`src/kvt_pkg.sv`:
```
// Shared constants, codes and types of the compacting key/value table.
`default_nettype none

package kvt_pkg;

  localparam int CAPACITY    = 16;
  localparam int KEY_WIDTH   = 32;
  localparam int VALUE_WIDTH = 32;

  localparam int IDX_W    = (CAPACITY > 1) ? $clog2(CAPACITY) : 1;
  localparam int CNT_W    = $clog2(CAPACITY + 1);
  localparam int KIND_W   = 3;
  localparam int STATUS_W = 3;
  localparam int FIELD_W  = 32;
  localparam int ID_W     = 4;
  localparam int FID_W    = 4;
  localparam int TOTAL_W  = 5;
  localparam int CMP_W    = (CNT_W > ID_W) ? CNT_W : ID_W;

  typedef enum logic [KIND_W-1:0] {
    KIND_ADD     = 3'd0,
    KIND_DEL_ID  = 3'd1,
    KIND_DEL_KEY = 3'd2,
    KIND_GET_KEY = 3'd3,
    KIND_GET_ID  = 3'd4
  } kind_e;

  typedef enum logic [STATUS_W-1:0] {
    STAT_OK    = 3'd0,
    STAT_DUP   = 3'd1,
    STAT_NOKEY = 3'd2,
    STAT_RANGE = 3'd3,
    STAT_FULL  = 3'd4
  } status_e;

  typedef enum logic {
    FSM_IDLE = 1'b0,
    FSM_EXEC = 1'b1
  } fsm_e;

  typedef struct packed {
    logic                   active;
    logic [KIND_W-1:0]      kind;
    logic [KEY_WIDTH-1:0]   key;
    logic [VALUE_WIDTH-1:0] value;
    logic [ID_W-1:0]        id;
    logic [CNT_W-1:0]       count;
  } cell_ctrl_t;

endpackage

`default_nettype wire

```
`src/compacting_key_value_table.sv`:
```
// Top level of the compacting key/value table: command capture, cell row and result register.
`default_nettype none

// A transaction is taken when start is high and busy is low; busy then stays high for
// one cycle while every cell compares its key in parallel and the row shifts, appends
// or reads. The result is registered from that busy cycle and appears on the outputs
// with strobe_o high for exactly one cycle. A new transaction may be started in that
// same cycle, since busy is low again; none is taken while busy is high, so each one
// passes the capture step and the compare-and-update step of the cell row in turn.
// Results cannot be held off and must be taken in the strobe cycle. Entries beyond the
// current count are never observed, so no clearing pass follows reset.
module compacting_key_value_table
  import kvt_pkg::*;
(
  input  wire logic                clk_i,
  input  wire logic                rst_ni,
  input  wire logic                start,
  output logic                     busy,
  input  wire logic [KIND_W-1:0]   kind_i,
  input  wire logic [FIELD_W-1:0]  item_key_i,
  input  wire logic [FIELD_W-1:0]  item_value_i,
  input  wire logic [ID_W-1:0]     entry_id_i,
  output logic                     strobe_o,
  output logic [STATUS_W-1:0]      status_o,
  output logic [FIELD_W-1:0]       found_key_o,
  output logic [FIELD_W-1:0]       found_value_o,
  output logic [FID_W-1:0]         found_id_o,
  output logic [TOTAL_W-1:0]       entry_total_o
);

  fsm_e                   state_q, state_d;
  logic [KIND_W-1:0]      kind_q;
  logic [KEY_WIDTH-1:0]   key_q;
  logic [VALUE_WIDTH-1:0] value_q;
  logic [ID_W-1:0]        id_q;
  logic [CNT_W-1:0]       count_q, count_d;
  logic                   strobe_q;
  logic [STATUS_W-1:0]    status_q, status_d;
  logic [FIELD_W-1:0]     fkey_q, fkey_d, fval_q, fval_d;
  logic [FID_W-1:0]       fid_q, fid_d;
  logic [TOTAL_W-1:0]     total_q;
  logic                   accept, exec, found, in_range;
  cell_ctrl_t             ctrl;

  logic [KEY_WIDTH-1:0]   cell_key   [CAPACITY];
  logic [VALUE_WIDTH-1:0] cell_value [CAPACITY];
  logic                   hit_c      [CAPACITY+1];
  logic [IDX_W-1:0]       pos_c      [CAPACITY+1];
  logic [KEY_WIDTH-1:0]   rdk_c      [CAPACITY+1];
  logic [VALUE_WIDTH-1:0] rdv_c      [CAPACITY+1];

  assign accept = start && (state_q == FSM_IDLE);

  always_comb begin
    state_d = state_q;
    case (state_q)
      FSM_IDLE: begin
        if (accept) state_d = FSM_EXEC;
      end
      FSM_EXEC: state_d = FSM_IDLE;
      default:  state_d = FSM_IDLE;
    endcase
  end

  always_comb begin
    busy = 1'b0;
    exec = 1'b0;
    case (state_q)
      FSM_IDLE: busy = 1'b0;
      FSM_EXEC: begin
        busy = 1'b1;
        exec = 1'b1;
      end
      default:  busy = 1'b0;
    endcase
  end

  always_ff @(posedge clk_i or negedge rst_ni) begin
    if (!rst_ni) begin
      state_q  <= FSM_IDLE;
      count_q  <= '0;
      strobe_q <= 1'b0;
    end else begin
      state_q  <= state_d;
      count_q  <= count_d;
      strobe_q <= exec;
    end
  end

  always_ff @(posedge clk_i) begin
    if (accept) begin
      kind_q  <= kind_i;
      key_q   <= KEY_WIDTH'(item_key_i);
      value_q <= VALUE_WIDTH'(item_value_i);
      id_q    <= entry_id_i;
    end
    if (exec) begin
      status_q <= status_d;
      fkey_q   <= fkey_d;
      fval_q   <= fval_d;
      fid_q    <= fid_d;
      total_q  <= TOTAL_W'(count_d);
    end
  end

  always_comb begin
    ctrl.active = exec;
    ctrl.kind   = kind_q;
    ctrl.key    = key_q;
    ctrl.value  = value_q;
    ctrl.id     = id_q;
    ctrl.count  = count_q;
  end

  assign hit_c[0] = 1'b0;
  assign pos_c[0] = '0;
  assign rdk_c[0] = '0;
  assign rdv_c[0] = '0;
  assign found    = hit_c[CAPACITY];

  for (genvar i = 0; i < CAPACITY; i++) begin : g_cell
    logic [KEY_WIDTH-1:0]   nb_key;
    logic [VALUE_WIDTH-1:0] nb_value;
    if (i < CAPACITY - 1) begin : g_mid
      assign nb_key   = cell_key[i+1];
      assign nb_value = cell_value[i+1];
    end else begin : g_last
      assign nb_key   = '0;
      assign nb_value = '0;
    end
    kvt_cell u_cell (
      .clk_i      (clk_i),
      .idx_i      (IDX_W'(i)),
      .ctrl_i     (ctrl),
      .found_i    (found),
      .nb_key_i   (nb_key),
      .nb_value_i (nb_value),
      .hit_i      (hit_c[i]),
      .pos_i      (pos_c[i]),
      .rd_key_i   (rdk_c[i]),
      .rd_value_i (rdv_c[i]),
      .key_o      (cell_key[i]),
      .value_o    (cell_value[i]),
      .hit_o      (hit_c[i+1]),
      .pos_o      (pos_c[i+1]),
      .rd_key_o   (rdk_c[i+1]),
      .rd_value_o (rdv_c[i+1])
    );
  end

  always_comb begin
    in_range = CMP_W'(id_q) < CMP_W'(count_q);
    status_d = STAT_OK;
    fkey_d   = '0;
    fval_d   = '0;
    fid_d    = '0;
    count_d  = count_q;
    if (exec) begin
      case (kind_q)
        KIND_ADD: begin
          if (found) begin
            status_d = STAT_DUP;
            fid_d    = FID_W'(pos_c[CAPACITY]);
          end else if (count_q == CNT_W'(CAPACITY)) begin
            status_d = STAT_FULL;
          end else begin
            fid_d   = FID_W'(count_q);
            count_d = count_q + CNT_W'(1);
          end
        end
        KIND_DEL_ID: begin
          if (in_range) begin
            fid_d   = FID_W'(id_q);
            count_d = count_q - CNT_W'(1);
          end else begin
            status_d = STAT_RANGE;
          end
        end
        KIND_DEL_KEY: begin
          if (found) begin
            fid_d   = FID_W'(pos_c[CAPACITY]);
            count_d = count_q - CNT_W'(1);
          end else begin
            status_d = STAT_NOKEY;
          end
        end
        KIND_GET_KEY: begin
          if (found) begin
            fkey_d = FIELD_W'(rdk_c[CAPACITY]);
            fval_d = FIELD_W'(rdv_c[CAPACITY]);
            fid_d  = FID_W'(pos_c[CAPACITY]);
          end else begin
            status_d = STAT_NOKEY;
          end
        end
        KIND_GET_ID: begin
          if (in_range) begin
            fkey_d = FIELD_W'(rdk_c[CAPACITY]);
            fval_d = FIELD_W'(rdv_c[CAPACITY]);
            fid_d  = FID_W'(id_q);
          end else begin
            status_d = STAT_RANGE;
          end
        end
        default: status_d = STAT_OK;
      endcase
    end
  end

  assign strobe_o      = strobe_q;
  assign status_o      = status_q;
  assign found_key_o   = fkey_q;
  assign found_value_o = fval_q;
  assign found_id_o    = fid_q;
  assign entry_total_o = total_q;

endmodule

`default_nettype wire

```
`src/kvt_cell.sv`:
```
// One table cell: holds one key/value entry, compares it, writes it on an add and shifts it toward the front.
`default_nettype none

module kvt_cell
  import kvt_pkg::*;
(
  input  wire logic                   clk_i,
  input  wire logic [IDX_W-1:0]       idx_i,
  input  wire cell_ctrl_t             ctrl_i,
  input  wire logic                   found_i,
  input  wire logic [KEY_WIDTH-1:0]   nb_key_i,
  input  wire logic [VALUE_WIDTH-1:0] nb_value_i,
  input  wire logic                   hit_i,
  input  wire logic [IDX_W-1:0]       pos_i,
  input  wire logic [KEY_WIDTH-1:0]   rd_key_i,
  input  wire logic [VALUE_WIDTH-1:0] rd_value_i,
  output logic [KEY_WIDTH-1:0]        key_o,
  output logic [VALUE_WIDTH-1:0]      value_o,
  output logic                        hit_o,
  output logic [IDX_W-1:0]            pos_o,
  output logic [KEY_WIDTH-1:0]        rd_key_o,
  output logic [VALUE_WIDTH-1:0]      rd_value_o
);

  logic [KEY_WIDTH-1:0]   key_q, key_d;
  logic [VALUE_WIDTH-1:0] value_q, value_d;
  logic live, hit, first, id_ge, id_eq, in_range, shift, write, sel;

  always_comb begin
    live     = CNT_W'(idx_i) < ctrl_i.count;
    hit      = live && (key_q == ctrl_i.key);
    first    = hit && !hit_i;
    id_ge    = CMP_W'(idx_i) >= CMP_W'(ctrl_i.id);
    id_eq    = CMP_W'(idx_i) == CMP_W'(ctrl_i.id);
    in_range = CMP_W'(ctrl_i.id) < CMP_W'(ctrl_i.count);
    shift    = ctrl_i.active &&
               (((ctrl_i.kind == KIND_DEL_ID) && in_range && id_ge) ||
                ((ctrl_i.kind == KIND_DEL_KEY) && (hit_i || hit)));
    write    = ctrl_i.active && (ctrl_i.kind == KIND_ADD) && !found_i &&
               (CNT_W'(idx_i) == ctrl_i.count);
    sel      = ((ctrl_i.kind == KIND_GET_KEY) && first) ||
               ((ctrl_i.kind == KIND_GET_ID) && in_range && id_eq);
  end

  always_comb begin
    key_d   = key_q;
    value_d = value_q;
    if (shift) begin
      key_d   = nb_key_i;
      value_d = nb_value_i;
    end else if (write) begin
      key_d   = ctrl_i.key;
      value_d = ctrl_i.value;
    end
  end

  always_ff @(posedge clk_i) begin
    key_q   <= key_d;
    value_q <= value_d;
  end

  assign key_o      = key_q;
  assign value_o    = value_q;
  assign hit_o      = hit_i | hit;
  assign pos_o      = pos_i | (first ? idx_i : '0);
  assign rd_key_o   = rd_key_i | (sel ? key_q : '0);
  assign rd_value_o = rd_value_i | (sel ? value_q : '0);

endmodule

`default_nettype wire

```
`config.mk`:
```
export PLATFORM = sky130hd
export DESIGN_NAME = compacting_key_value_table
export DESIGN_NICKNAME = d
export VERILOG_FILES = /design/src/kvt_pkg.sv /design/src/compacting_key_value_table.sv /design/src/kvt_cell.sv
export SDC_FILE = /design/constraint.sdc
export NUM_CORES = 2
export LEC_CHECK = 0
export ABC_CLOCK_PERIOD_IN_PS = 10400
export BUFFER_PORTS_ARGS = -buffer_cell sky130_fd_sc_hd__buf_2
export CORE_MARGIN = 5
export CORE_UTILIZATION = 40
export CTS_CLUSTER_DIAMETER = 80
export DETAILED_ROUTE_END_ITERATION = 8
export PLACE_DENSITY = 0.61
export SLEW_MARGIN = 15
export SYNTH_ARGS = -nofsm -noshare
export SYNTH_HDL_FRONTEND = slang
export SYNTH_SLANG_ARGS = --single-unit
```
`constraint.sdc`:
```
create_clock -name clk_i -period 10.4 [get_ports clk_i]
set_input_delay 1.04 -clock clk_i [delete_from_list [all_inputs] [get_ports clk_i]]
set_output_delay 1.04 -clock clk_i [all_outputs]
set_load 0.01 [all_outputs]
```
==> run_results.csv <==
group,metric,value,unit
run_status,status,"finished, violations left",
run_status,violations,"DRC",
die,die_w,415,µm
grt,grt-ovfl-total,0,
critical_path,regToRegSetupSlack,2.47,ns
grt,grt_usage,0.375,
yosys,synthCells,5207,
yosys,synth-seq-cells,1178,
critical_path,crit_fanout,43,
critical_path,crit_type,"reg2reg",
yosys,synth.avg_cell_area,12.6,µm²
power,leakagePower,24.2,nW
critical_path,cp_top_family,"simple AND/OR/NAND/NOR gates",
place,dp.cells,7217,
clock_tree,cts_buffer_depth,3,
place,place_hpwl,223,mm
sta,drv_slew,0,
job,cap_violations,0,
critical_path,path_depth,13,
clock_tree,cts_sinks,1178,
routing,drtIter0Drc,9642,
yosys,async_reset_ff_frac,0.00594,
sta,tns,0,ns
yosys,synth-edff-count,1107,
clock_tree,cts_tree,"done",
yosys,synth_top_area_frac,0.507,
layout,drive_above_1_share,0.288,
critical_path,cp-end-kind,"register",
layout,final_common_cell,"edfxtp_1",
yosys,synth_mux_area_frac,0.165,
place,io_buffer_count,151,
yosys,synth_top_cell_by_area,"edfxtp_1",
routing,vias_per_cell,7.08,
yosys,synth_area,0.0656,mm²
routing,wl_per_cell,44.9,µm
routing,wl,337,mm
power,ir_worst_vdd,0.175,mV
min_path,min_path_type,"in2reg",
routing,route.vias.total,53000,
clock_tree,numCtsBuffers,143,
critical_path,crit_chain,"nor2_1, o21ai_0, nand4b_1, nor3_1, nor4_1, nand2_1, nor3_2, nand2_1, nor2_1, nand3_1, o21bai_4, buf_4, buf_4",
yosys,syn_nets,5290,
sta,whs,0.362,ns
critical_path,reg2reg_depth,13,
die,die_y,415,µm
power,p_per_area,160,mW/mm²
critical_path,required,10.83,ns
clock_tree,post_cts_buffers,0,
critical_path,critPathLaunchType,"register",
sta,clock.fmax,126,MHz
sta,timing.slew.headroom,0.0523,
yosys,synth_area_leaders,"edfxtp_1 51%, mux2_2 15%, xor2_1 5.1%",
grt,antenna_found_initial,22,
die,core-area,0.163,mm²
sta,finalCriticalPeriod,7.93,ns
critical_path,slowest_stage,"nor3_2",
critical_path,slowest_delay,1.05,ns
yosys,synth_flop_cell,"edfxtp_1",
critical_path,startpoint,"count_q[3]$_DFF_PN0_",
layout,nNetsFinal,5271,
yosys,synth-seq-area-share,0.529,
yosys,synth_compound_area_frac,0.112,
clock_tree,worstSkewPairLatency,0.86,ns
critical_path,path_buf_inv,2,
place,routabilityCongestion,1.15,
sta,setup_viol,0,
clock_tree,cts_htree_levels,4,
sta,hold_viol,0,
grt,grt_max_degree,81,
die,die-area,0.172,mm²
layout,syn_to_final_growth,12.4,%
sta,worst_pin_slew,1.41,ns
die,ioPinCount,152,
routing,drc,20,
yosys,synth_top_family_by_area,"multiplexers",
sta,clock_skew,0.0871,ns
die,start_util,0.403,
critical_path,endpoint,"g_cell[9].u_cell.value_o[5]$_DFFE_PP_",
yosys,yosys.area_share.simple,0.0891,
yosys,synthXorXnorAreaFrac,0.0687,
sta,period_share,0.762,
routing,dr.pass1.iters,9,
layout,final_cell_mix,"1107 x edfxtp_1, 883 x mux2_2, 385 x xor2_1",
critical_path,reg2reg_from,"count_q[3]$_DFF_PN0_",
sta,rsz0062_at_grt,"no",
clock_tree,clk_pin_slew,0.06,ns
layout,final_cells,7494,
yosys,ys_warn_count,0,
grt,grt_pass1_vias,49700,
yosys,synth_cell_types,82,
critical_path,crit_arrival,8.36,ns
die,rows,148,
clock_tree,cts_root_buffer,"clkbuf_16",
critical_path,reg2reg_to,"g_cell[9].u_cell.value_o[5]$_DFFE_PP_",
grt,grt_pass1_wl,449,mm
routing,ant_nets,0,
yosys,synth_fa_ha_area_frac,0.00172,
## state kept, by name, summed over array words and instances, names as in the netlist
register,count
status_o,3
kind_q,3
g_cell.u_cell.key_o,512
count_q,5
value_q,32
id_q,4
found_value_o,32
strobe_o,1
key_q,32
entry_total_o,5
state_q,1
g_cell.u_cell.value_o,512
found_id_o,4
found_key_o,32
## synthesized netlist by cell type (127+ instances only)
cell type	instances
a21oi_1	129
a22oi_1	312
buf_2	155
clkbuf_1	253
edfxtp_1	1107
mux2_2	883
nand2_1	355
nand3_1	176
nand4_1	127
nor4_1	170
xnor2_1	129
xor2_1	385
## report_power, final
group          internal, mW  leakage [nW]  total, mW  switching (mW)
combinational         0.360          11.2       1.14           0.782
sequential             5.31          10.7       5.44           0.133
clock                  2.91          2.34       5.18            2.27
## metal layers
metal,track usage,share of wire,vias to the layer above
li1,-,-,20500
met1,0.482,0.37,27000
met2,0.562,0.43,4347
met3,0.104,0.12,1104
met4,0.232,0.078,12
met5,0,0.00023,-
## cell type report
| type | instances | area [µm²] |
|---|---|---|
| clock buffers | 210 | 4120 |
| multi-input cells | 3542 | 29200 |
| diodes | 12 | 30.0 |
| fillers | 14800 | 89100 |
| inverters | 14 | 52.6 |
| flip-flops and latches | 1178 | 34700 |
| well taps | 2175 | 2720 |
| repair buffers | 309 | 2130 |
| clock inverters | 54 | 717 |
## kinds of logic after synthesis
logic type                 after synthesis
AOI/OAI and AO/OA                      939
xor gates and xnor gates               514
adders and majority gates                9
buffers and inverters                  487
DFF                                   1178
muxes                                  963
and+or+nand+nor                       1117
## worst min path at each step
| stage | end | startpoint | cells past startpoint | slack [ns] |
|---|---|---|---|---|
| detailed placement | g_cell[15].u_cell.value_o[13]$_SDFFE_PP0P_ | g_cell[15].u_cell.value_o[13]$_SDFFE_PP0P_ | 2 | 0.49 |
| floorplan | g_cell[15].u_cell.value_o[6]$_SDFFE_PP0P_ | g_cell[15].u_cell.value_o[6]$_SDFFE_PP0P_ | 2 | 0.46 |
| CTS | value_q[8]$_DFFE_PP_ | item_value_i[8] | 1 | 0.32 |
| global placement | g_cell[15].u_cell.value_o[18]$_SDFFE_PP0P_ | g_cell[15].u_cell.value_o[18]$_SDFFE_PP0P_ | 2 | 0.48 |
| finish | value_q[28]$_DFFE_PP_ | item_value_i[28] | 1 | 0.36 |
| global route | value_q[28]$_DFFE_PP_ | item_value_i[28] | 1 | 0.34 |
## timing repair
item	CTS	global route
hold buffers	1	0
gates resized for setup	0	0
hold endpoints to repair	1	0
endpoints found under the setup margin	0	0
## metrics by stage
stage,area [µm²],power (mW),utilization,setup slack (ns)
finish,73700,11.8,0.453,2.47
detailed placement,68800,6.63,0.422,2.77
CTS,73600,11.7,0.452,2.74
floorplan,65600,6.09,-,2.27
global placement,68800,6.63,0.422,2.88
global route,73600,12.0,0.452,2.41
Note: power is estimated with default switching activity, not from simulation.
